### src/hw/rtl/scp_pkg.sv
// Shared constants and types for the strip chart column plotter.
package scp_pkg;

   // Chart geometry.
   localparam int CHART_WIDTH = 128;
   localparam int COL_W       = $clog2(CHART_WIDTH);
   localparam int OUT_COL_W   = 7;
   localparam int ROWS        = 64;

   // Input item codes.
   localparam logic [1:0] KIND_TICK  = 2'd0;
   localparam logic [1:0] KIND_ACCEL = 2'd1;
   localparam logic [1:0] KIND_JERK  = 2'd2;
   localparam logic [1:0] KIND_NONE  = 2'd3;

   // Last column before the chart starts to scroll.
   localparam logic [COL_W-1:0] COL_LAST = COL_W'(CHART_WIDTH - 1);

   // Plotting mode and the previous sample, as seen by the mask logic.
   typedef struct packed {
      logic              delta_mode;
      logic signed [9:0] prev_sample;
   } mask_ctrl_type;

endpackage

### src/hw/rtl/scp_mask.sv
// Column mask generation for one sample in acceleration or jerk mode.
module scp_mask import scp_pkg::*; (
   input  logic signed [9:0]  sample,
   input  mask_ctrl_type      ctrl,
   output logic [ROWS-1:0]    pixels
);

   logic [9:0]  accel_off;
   logic [15:0] accel_prod;
   logic [5:0]  accel_q0;
   logic [10:0] accel_rem;
   logic [5:0]  accel_h;
   logic [5:0]  accel_top;

   logic signed [11:0] jerk_sum;
   logic [10:0] jerk_off;
   logic [15:0] jerk_prod;
   logic [5:0]  jerk_q0;
   logic [10:0] jerk_rem;
   logic [5:0]  jerk_q;
   logic [6:0]  jerk_edge;

   // Division by 1023 is done as a shift by 10 with one correction step:
   // the remainder after the shift is the low ten bits plus the quotient,
   // which stays below twice the divisor.
   always_comb begin
      accel_off  = 10'(12'(sample) + 12'sd512);
      accel_prod = 16'(accel_off) * 16'd63;
      accel_q0   = accel_prod[15:10];
      accel_rem  = 11'(accel_prod[9:0]) + 11'(accel_q0);
      accel_h    = (accel_rem >= 11'd1023) ? accel_q0 + 6'd1 : accel_q0;
      accel_top  = 6'd63 - accel_h;

      jerk_sum   = 12'(sample) - 12'(ctrl.prev_sample) + 12'sd1023;
      jerk_off   = jerk_sum[10:0];
      jerk_prod  = 16'(jerk_off) * 16'd31;
      jerk_q0    = jerk_prod[15:10];
      jerk_rem   = 11'(jerk_prod[9:0]) + 11'(jerk_q0);
      jerk_q     = (jerk_rem >= 11'd1023) ? jerk_q0 + 6'd1 : jerk_q0;
      // The bar ends at row 62 - q, above or below the centre row.
      jerk_edge  = 7'd62 - 7'(jerk_q);

      for (int y = 0; y < ROWS; y++) begin
         if (ctrl.delta_mode) begin
            pixels[y] = (y == 31) ||
                        ((y < 31) && (7'(y) >= jerk_edge)) ||
                        ((y > 31) && (7'(y) <= jerk_edge));
         end else begin
            pixels[y] = (6'(y) >= accel_top);
         end
      end
   end

endmodule

### src/hw/rtl/strip_chart_column_plotter.sv
// Top level of the strip chart column plotter: input register, state and result register.
// The mask logic sits between the input and result registers; the result register drives rsp_.
// Throughput: one item per cycle while no result waits on rsp_stall.
// Stalling: a full input register holds while a result waits, so req_stall follows rsp_stall.
// Reset clears the valid flags, the jerk mode, the previous sample and the write column.
// An item with the unused kind code is accepted and dropped without a result.
module strip_chart_column_plotter import scp_pkg::*; (
   input  logic                  clock,
   input  logic                  reset,
   input  logic                  req_valid,
   output logic                  req_stall,
   input  logic [1:0]            req_kind,
   input  logic signed [9:0]     req_sample,
   output logic                  rsp_valid,
   input  logic                  rsp_stall,
   output logic                  rsp_clear_screen,
   output logic [OUT_COL_W-1:0]  rsp_column,
   output logic [ROWS-1:0]       rsp_column_pixels,
   output logic                  rsp_scroll_after
);

   // Input register. Items with the unused code never enter it.
   logic              in_valid_ff, in_valid_in;
   logic [1:0]        in_kind_ff, in_kind_in;
   logic signed [9:0] in_sample_ff, in_sample_in;

   // Block state.
   logic              delta_mode_ff, delta_mode_in;
   logic signed [9:0] prev_sample_ff, prev_sample_in;
   logic [COL_W-1:0]  write_column_ff, write_column_in;

   // Result register.
   logic                 rsp_valid_ff, rsp_valid_in;
   logic                 rsp_clear_ff, rsp_clear_in;
   logic [OUT_COL_W-1:0] rsp_column_ff, rsp_column_in;
   logic [ROWS-1:0]      rsp_pixels_ff, rsp_pixels_in;
   logic                 rsp_scroll_ff, rsp_scroll_in;

   logic            out_advance;
   logic            in_load;
   mask_ctrl_type   mask_ctrl;
   logic [ROWS-1:0] mask_pixels;
   logic [8:0]      col_wide;

   // The result register may take a new item when it is empty or being taken.
   assign out_advance = !rsp_valid_ff || !rsp_stall;
   // The input register holds only while its item cannot move on.
   assign req_stall   = in_valid_ff && !out_advance;
   assign in_load     = !req_stall;

   assign mask_ctrl.delta_mode  = delta_mode_ff;
   assign mask_ctrl.prev_sample = prev_sample_ff;

   scp_mask u_mask (
      .sample (in_sample_ff),
      .ctrl   (mask_ctrl),
      .pixels (mask_pixels)
   );

   // Only the low bits of the write column are reported on a wide chart.
   assign col_wide = 9'(write_column_ff);

   always_comb begin
      in_valid_in  = in_valid_ff;
      in_kind_in   = in_kind_ff;
      in_sample_in = in_sample_ff;
      if (in_load) begin
         in_valid_in  = req_valid && (req_kind != KIND_NONE);
         in_kind_in   = req_kind;
         in_sample_in = req_sample;
      end
   end

   // State moves on as each item passes into the result register, so the
   // order of the updates follows the order of the items.
   always_comb begin
      delta_mode_in   = delta_mode_ff;
      prev_sample_in  = prev_sample_ff;
      write_column_in = write_column_ff;
      rsp_valid_in    = rsp_valid_ff;
      rsp_clear_in    = rsp_clear_ff;
      rsp_column_in   = rsp_column_ff;
      rsp_pixels_in   = rsp_pixels_ff;
      rsp_scroll_in   = rsp_scroll_ff;
      if (out_advance) begin
         rsp_valid_in = in_valid_ff;
         if (in_valid_ff) begin
            prev_sample_in = in_sample_ff;
            unique case (in_kind_ff) inside
               KIND_ACCEL, KIND_JERK: begin
                  // A restart picks the mode and clears the chart.
                  delta_mode_in   = (in_kind_ff == KIND_JERK);
                  write_column_in = '0;
                  rsp_clear_in    = 1'b1;
                  rsp_column_in   = '0;
                  rsp_pixels_in   = '0;
                  rsp_scroll_in   = 1'b0;
               end
               default: begin
                  // A sample tick draws one column and moves on or scrolls.
                  rsp_clear_in  = 1'b0;
                  rsp_column_in = col_wide[OUT_COL_W-1:0];
                  rsp_pixels_in = mask_pixels;
                  if (write_column_ff >= COL_LAST) begin
                     rsp_scroll_in = 1'b1;
                  end else begin
                     rsp_scroll_in   = 1'b0;
                     write_column_in = write_column_ff + COL_W'(1);
                  end
               end
            endcase
         end
      end
   end

   always_ff @(posedge clock) begin
      if (reset) begin
         in_valid_ff     <= 1'b0;
         rsp_valid_ff    <= 1'b0;
         delta_mode_ff   <= 1'b0;
         prev_sample_ff  <= '0;
         write_column_ff <= '0;
      end else begin
         in_valid_ff     <= in_valid_in;
         rsp_valid_ff    <= rsp_valid_in;
         delta_mode_ff   <= delta_mode_in;
         prev_sample_ff  <= prev_sample_in;
         write_column_ff <= write_column_in;
      end
   end

   always_ff @(posedge clock) begin
      in_kind_ff    <= in_kind_in;
      in_sample_ff  <= in_sample_in;
      rsp_clear_ff  <= rsp_clear_in;
      rsp_column_ff <= rsp_column_in;
      rsp_pixels_ff <= rsp_pixels_in;
      rsp_scroll_ff <= rsp_scroll_in;
   end

   assign rsp_valid         = rsp_valid_ff;
   assign rsp_clear_screen  = rsp_clear_ff;
   assign rsp_column        = rsp_column_ff;
   assign rsp_column_pixels = rsp_pixels_ff;
   assign rsp_scroll_after  = rsp_scroll_ff;

   // The write column never passes the last column of the chart.
   assert property (@(posedge clock) disable iff (reset) write_column_ff <= COL_LAST)
      else $error("write column beyond chart");

   // A clear item carries an empty mask and no scroll.
   assert property (@(posedge clock) disable iff (reset)
      rsp_valid_ff && rsp_clear_ff |-> (rsp_pixels_ff == '0) && !rsp_scroll_ff)
      else $error("clear item with drawing content");

   // Every drawn column lights the bottom row or the centre row.
   assert property (@(posedge clock) disable iff (reset)
      rsp_valid_ff && !rsp_clear_ff |-> rsp_pixels_ff[ROWS-1] || rsp_pixels_ff[31])
      else $error("drawn column has no anchor pixel");

   // The input side is held back only while a result is waiting.
   assert property (@(posedge clock) disable iff (reset)
      req_stall |-> in_valid_ff && rsp_valid_ff && rsp_stall)
      else $error("input stalled without a waiting result");

endmodule

### config.mk
export PLATFORM = sky130hd
export DESIGN_NAME = strip_chart_column_plotter
export DESIGN_NICKNAME = d
export VERILOG_FILES = /design/src/hw/rtl/scp_pkg.sv /design/src/hw/rtl/scp_mask.sv /design/src/hw/rtl/strip_chart_column_plotter.sv
export SDC_FILE = /design/constraint.sdc
export NUM_CORES = 1
export LEC_CHECK = 0
export ABC_CLOCK_PERIOD_IN_PS = 14400
export BUFFER_PORTS_ARGS = -buffer_cell sky130_fd_sc_hd__buf_2
export CELL_PAD_IN_SITES_DETAIL_PLACEMENT = 0
export CELL_PAD_IN_SITES_GLOBAL_PLACEMENT = 1
export CORE_ASPECT_RATIO = 0.8
export CORE_UTILIZATION = 40
export CTS_BUF_LIST = sky130_fd_sc_hd__clkbuf_8
export CTS_CLUSTER_SIZE = 28
export DETAILED_ROUTE_END_ITERATION = 12
export GPL_ROUTABILITY_DRIVEN = 0
export PLACE_DENSITY_LB_ADDON = 0.25
export SYNTH_ARGS = -nofsm -noshare
export SYNTH_HDL_FRONTEND = slang
export SYNTH_HIERARCHICAL = 1
export SYNTH_SLANG_ARGS = --single-unit
### constraint.sdc
create_clock -name clock -period 14.4 [get_ports clock]
set_clock_uncertainty 0.05 [all_clocks]
set_input_delay 0 -clock clock [delete_from_list [all_inputs] [get_ports clock]]
set_output_delay 0 -clock clock [all_outputs]
set_load 0.02 [all_outputs]
# Word-level counts from Yosys, hierarchy flattened
# Cells that the tools add are included.
# totals
reg_bits	105
output_inout_bits	75
# op_classes
multipliers	2
magnitude_cmp	130
eq_ne	4
addsub	10
mux	70
n_reduce_logical	10
# op_table
operator	count
$le A6 B7 Y1 const A	32
$ge A6 B6 Y1 const A	32
$ge A5 B7 Y1 const A	15
$ge A5 B6 Y1 const A	16
$mux W1	66
$ge A4 B7 Y1 const A	8
$ge A4 B6 Y1 const A	8
$ge A3 B7 Y1 const A	4
$ge A3 B6 Y1 const A	4
$add A10 B6 Y11	2
$ge A11 B10 Y1 const B	2
$mul A10 B6 Y16 const B	1
$mul A11 B5 Y16 const B	1
$ge A1 B7 Y1 const A	2
$ge A2 B7 Y1 const A	2
$mux W7	2
$add A6 B1 Y6 const B	2
$ge A1 B6 Y1 const A	2
$ge A2 B6 Y1 const A	2
$mux W6	2
$add A11 B11 Y11 const B	1
$sub A10 B10 Y11	1
$add A10 B10 Y10 const B	1
$add A7 B1 Y7 const B	1
other kinds (13)	17

# Longest topological paths before layout
# depth
depth_word	9
ltp_mapped	46
depth_no_buf	44

# Hierarchy
# Netlist, hierarchy kept.
# by_module_without_submodules
module	seq_area_each_um2	area_per_inst_um2	instances	cells_each
scp_mask	0.0	6262.3	1	864
strip_chart_column_plotter	2952.8	3897.5	1	275

# Worst setup path before layout
# No wires, ideal clock.
# synth_path
path_type	reg-to-reg
from	register in_sample_ff[1]
to	register rsp_pixels_ff[40], in the netlist rsp_column_pixels[40], data pin
n_path_buf	2
setup_slack_ps	4276
path_stages_with_launch	43
t_arrival_ps	9819
setup_ps	255
period_less_slack_ps	10124
cell_sequence	edfxtp_1 -> ha_1 -> ha_1 -> inv_1 -> fa_1 -> inv_1 -> a21oi_1 -> o21bai_1 -> a21oi_1 -> o21bai_1 -> xor2_1 -> xnor2_1 -> ha_1 -> inv_1 -> fa_1 -> fa_1 -> inv_1 -> ha_1 -> (+7 left out) -> o211a_1 -> a2111oi_4 -> nand2_1 -> a221o_1 -> a32oi_1 -> nor2_1 -> xnor2_1 -> inv_1 -> ha_1 -> clkbuf_1 -> xnor2_1 -> xnor2_1 -> clkbuf_1 -> and3_1 -> nor2_1 -> o21ai_0 -> a21oi_1 -> and2_1
# synth_between
elab_chain_cells	9
# synth_rtl
item	line	rtl
start, declared	strip_chart_column_plotter.sv:25	logic signed [9:0] in_sample_ff, in_sample_in;
start signal, assigned	strip_chart_column_plotter.sv:134	in_sample_ff <= in_sample_in;
$sub A10 B10 Y11	scp_mask.sv:34	jerk_sum = 12'(sample) - 12'(ctrl.prev_sample) + 12'sd1023;
$add A11 B11 Y11	scp_mask.sv:34	
$mul A11 B5 Y16	scp_mask.sv:36	jerk_prod = 16'(jerk_off) * 16'd31;
$add A10 B6 Y11	scp_mask.sv:38	jerk_rem = 11'(jerk_prod[9:0]) + 11'(jerk_q0);
$ge A11 B10 Y1	scp_mask.sv:39	jerk_q = (jerk_rem >= 11'd1023) ? jerk_q0 + 6'd1 : jerk_q0;
$mux W6	scp_mask.sv:39	
$sub A6 B6 Y7	scp_mask.sv:41	jerk_edge = 7'd62 - 7'(jerk_q);
$le A6 B7 Y1	scp_mask.sv:47	((y > 31) && (7'(y) <= jerk_edge));
$mux W1 *	scp_mask.sv:44	if (ctrl.delta_mode) begin
named net mask_pixels[40]	strip_chart_column_plotter.sv:42	logic [ROWS-1:0] mask_pixels;
end signal, assigned	strip_chart_column_plotter.sv:137	rsp_pixels_ff <= rsp_pixels_in;
end, declared	strip_chart_column_plotter.sv:36	logic [ROWS-1:0] rsp_pixels_ff, rsp_pixels_in;
# Mark *: on every way through the listed nets, which the timed path passes. The rest lies on a longest branch.
# A chain may end at the register's enable or synchronous reset.

# Worst setup path in the final report
# layout_path
from	register in_sample_ff[1]
to	register rsp_pixels_ff[30], in the netlist rsp_column_pixels[30], data pin
# layout_between
elab_chain_cells	9
# layout_rtl
item	line	rtl
$sub A10 B10 Y11	scp_mask.sv:34	
$add A11 B11 Y11	scp_mask.sv:34	
$mul A11 B5 Y16	scp_mask.sv:36	
$add A10 B6 Y11	scp_mask.sv:38	
$ge A11 B10 Y1	scp_mask.sv:39	
$mux W6	scp_mask.sv:39	
$sub A6 B6 Y7	scp_mask.sv:41	
$ge A5 B7 Y1	scp_mask.sv:46	((y < 31) && (7'(y) >= jerk_edge)) ||
$mux W1 *	scp_mask.sv:44	
named net mask_pixels[30]	strip_chart_column_plotter.sv:42	
# Marks and branches as above.

==> impl_metrics.env <==
export IMPL_antenna_cells=0
export IMPL_rr_endpoint="rsp_column_pixels[30]$_SDFFCE_PN0P_"
export IMPL_antenna_found_initial=0
export IMPL_worstRegToRegCells=41
export IMPL_drt_iter0_markers=857
export IMPL_critical_path_endpoint_type="register"
export IMPL_fin_crit_sh=0.840
export IMPL_ys_seq_elements=105
export IMPL_grt_pass1_vias=8388
export IMPL_cts_max_path_buffers=2
export IMPL_die_w_um=180
export IMPL_die_y_um=145
export IMPL_synth_mux_area_frac=0.00406
export IMPL_drc=0
export IMPL_critPathKind="reg2reg"
export IMPL_synth_xor_area_frac=0.0539
export IMPL_cts_inserted_buffers=9
export IMPL_ff2ff_setup_slack_ns=2.30
export IMPL_syn_inst=1139
export IMPL_die_area_sq_um=26000
export IMPL_rsz0062_at_grt="no"
export IMPL_fill_cells=2428
export IMPL_status="complete, no violations"
export IMPL_crit_path_top_delay_cell="xnor2_1"
export IMPL_area_growth_pct=10.8
export IMPL_cp_start_kind="register"
export IMPL_syn_avg_cell_area_sq_um=8.92
export IMPL_max_freq_mhz=82.7
export IMPL_worstSetupStartpoint="in_sample_ff[1]$_DFFE_PN_"
export IMPL_finalNetCount=1373
export IMPL_drt_total_wl_mm=27.4
export IMPL_cp_data_required_time_ns=14.52
export IMPL_synth_edf_count=85
export IMPL_start_util=0.412
export IMPL_clkTransAtPathRegs_ns=0.11
export IMPL_endpoint="rsp_column_pixels[30]$_SDFFCE_PN0P_"
export IMPL_num_rows=51
export IMPL_max_slew_worst_pin_slew_ns=1.02
export IMPL_multi_input_area_sq_um=6610
export IMPL_pin_count=91
export IMPL_syn_area_sq_um=10200
export IMPL_synth_seq_area_share=0.291
export IMPL_hp_class="in2reg"
export IMPL_synth_top_family_by_area="compound AO/OA/AOI/OAI gates"
export IMPL_ys_flop_type="edfxtp_1"
export IMPL_drive_gt1_frac=0.116
export IMPL_dp_hpwl_mm=20.8
export IMPL_cts_root_buffer="clkbuf_8"
export IMPL_cpPeakStageDelay_ns=0.69
export IMPL_insertion_delay_ns=0.41
export IMPL_crit_path_max_fanout=15
export IMPL_cap_viol_max_count=0
export IMPL_grt_max_degree=88
export IMPL_cts_sinks=105
export IMPL_hold_viol_final=0
export IMPL_ys_warn_count=6
export IMPL_synthSimpleGateAreaFrac=0.186
export IMPL_drt_pass1_iter_count=6
export IMPL_wl_per_cell_um=17.8
export IMPL_fin_crit_ns=12.10
export IMPL_cts_tree="yes"
export IMPL_async_flop_share=0
export IMPL_final_seq_area_sq_um=2950
export IMPL_portBuffers=90
export IMPL_slew_violations=0
export IMPL_finalSetupTns_ns=0
export IMPL_yosysUniqueCellTypes=83
export IMPL_critPathArrivalTime_ns=12.21
export IMPL_overflow=0
export IMPL_setup_viol=0
export IMPL_timing_rr_start="in_sample_ff[1]$_DFFE_PN_"
export IMPL_vias=8804
export IMPL_grt_usage=0.217
export IMPL_synth_nets=1290
export IMPL_grt_pass1_wl_mm=44.4
export IMPL_via_per_inst=5.70
export IMPL_synthAdderAreaFrac=0.200
export IMPL_timing_max_slew_rel_slack=0.315
export IMPL_core_area_sq_um=24600
export IMPL_synth_compound_area_frac=0.207
export IMPL_ant_nets=0
export IMPL_htreeDepth=3
## timing repair
| item | in CTS | in global routing |
|---|---|---|
| resized for setup | 0 | 0 |
| buffers inserted | 0 | 0 |
| hold buffers | 17 | 0 |
| endpoints found under the hold margin | 28 | 0 |
| endpoints found under the setup margin | 0 | 0 |
## synthesized netlist by cell type (7+ instances only)
master	n	share of area
ha_1	91	0.11
nor2b_1	9	0.0055
o21bai_1	8	0.0059
inv_1	105	0.039
nand2_1	80	0.030
o21ai_0	61	0.030
a211oi_1	11	0.0081
a31oi_1	10	0.0062
edfxtp_1	85	0.25
a21boi_0	7	0.0052
nor2_1	69	0.025
a21oi_1	86	0.042
and3_1	12	0.0074
nor3_1	30	0.015
a211o_1	7	0.0060
xor2_1	16	0.014
o21a_1	10	0.0074
dfxtp_1	20	0.039
or3_1	8	0.0049
xnor2_1	44	0.038
nand3_1	33	0.016
and2_1	76	0.047
a21o_1	19	0.014
o211ai_1	7	0.0052
a22oi_1	9	0.0066
clkbuf_1	35	0.013
nand2b_1	11	0.0068
o31a_1	7	0.0060
fa_1	44	0.087
## worst min-delay path by stage
| stage | start | to | depth (start not counted) |
|---|---|---|---|
| 2_1_floorplan | req_kind[0] | in_kind_ff[0]$_DFFE_PN_ | 0 |
| 3_3_place_gp | req_sample[8] | in_sample_ff[8]$_DFFE_PN_ | 1 |
| 3_5_place_dp | req_sample[4] | in_sample_ff[4]$_DFFE_PN_ | 1 |
| 4_1_cts | req_sample[4] | in_sample_ff[4]$_DFFE_PN_ | 2 |
| 5_1_grt | req_sample[7] | in_sample_ff[7]$_DFFE_PN_ | 2 |
| 6_report | req_sample[7] | in_sample_ff[7]$_DFFE_PN_ | 2 |
## worst max-delay path: cells and delay by family, from the launching register on
kind,cells,cell delay (ns)
AND/OR/NAND/NOR,8,1.97
adder cells (fa/ha/maj),9,3.18
AO/OA/AOI/OAI,11,2.69
buffers and inverters,7,0.93
flip-flops,1,0.51
XOR/XNOR,6,2.50
## per-stage QoR
stage / hold WS, ns / setup slack [ns] / instances / area, sq um / util
6_report: 0.244 / 2.30 / 1545 / 11300 / 0.457
5_1_grt: 0.214 / 1.35 / 1545 / 11300 / 0.457
4_1_cts: 0.200 / 2.51 / 1545 / 11300 / 0.457
3_3_place_gp: 0.128 / 2.71 / 1512 / 10900 / 0.442
2_1_floorplan: 0.0489 / 4.28 / 1139 / 10200 / -
3_5_place_dp: 0.129 / 2.58 / 1512 / 10900 / 0.442
## metal layers
layer  vias up  track usage  wire (um)
met4         0       0.0526        513
met1      4106        0.318      13600
met3        56       0.0519       2330
met2       390        0.316      11000
li1       4252            -          -
met5         -            0          0
## cell type report
class,instances,area share
flip-flops and latches,105,0.262
clock buffers,9,0.0110
well taps,318,0.0353
inverters,107,0.0361
repair buffers,117,0.0618
multi-input cells,882,0.587
clock inverters,7,0.00611
## layout by cell type (no fill, tap or decap), types with 11 or more instances in the layout
| master | Yosys | layout |
|---|---|---|
| inv_1 | 105 | 105 |
| ha_1 | 91 | 90 |
| buf_2 | 5 | 90 |
| a21oi_1 | 86 | 86 |
| edfxtp_1 | 85 | 85 |
| nand2_1 | 80 | 80 |
| and2_1 | 76 | 76 |
| nor2_1 | 69 | 69 |
| o21ai_0 | 61 | 61 |
| xnor2_1 | 44 | 44 |
| fa_1 | 44 | 44 |
| nand3_1 | 33 | 33 |
| nor3_1 | 30 | 30 |
| dfxtp_1 | 20 | 20 |
| a21o_1 | 19 | 19 |
| dlygate4sd3_1 | 0 | 17 |
| xor2_1 | 16 | 16 |
| and3_1 | 12 | 12 |
| a211oi_1 | 11 | 11 |
| nand2b_1 | 11 | 11 |
## flip-flops by register name, summed over array words and instances (netlist names)
signal,cells
prev_sample_ff,10
in_valid_ff,1
write_column_ff,7
delta_mode_ff,1
rsp_column_pixels,64
rsp_valid,1
rsp_column,7
in_kind_ff,2
rsp_clear_screen,1
rsp_scroll_after,1
in_sample_ff,10
## cell families after synthesis
| group | Yosys count |
|---|---|
| buffers and inverters | 152 |
| adder cells (fa/ha/maj) | 136 |
| flip-flops | 105 |
| AO/OA/AOI/OAI | 315 |
| AND/OR/NAND/NOR | 366 |
| multiplexers | 4 |
| XOR/XNOR | 61 |
Power is not shown: default switching activity piles up to over one toggle a cycle in this logic, so the estimate is an artifact.
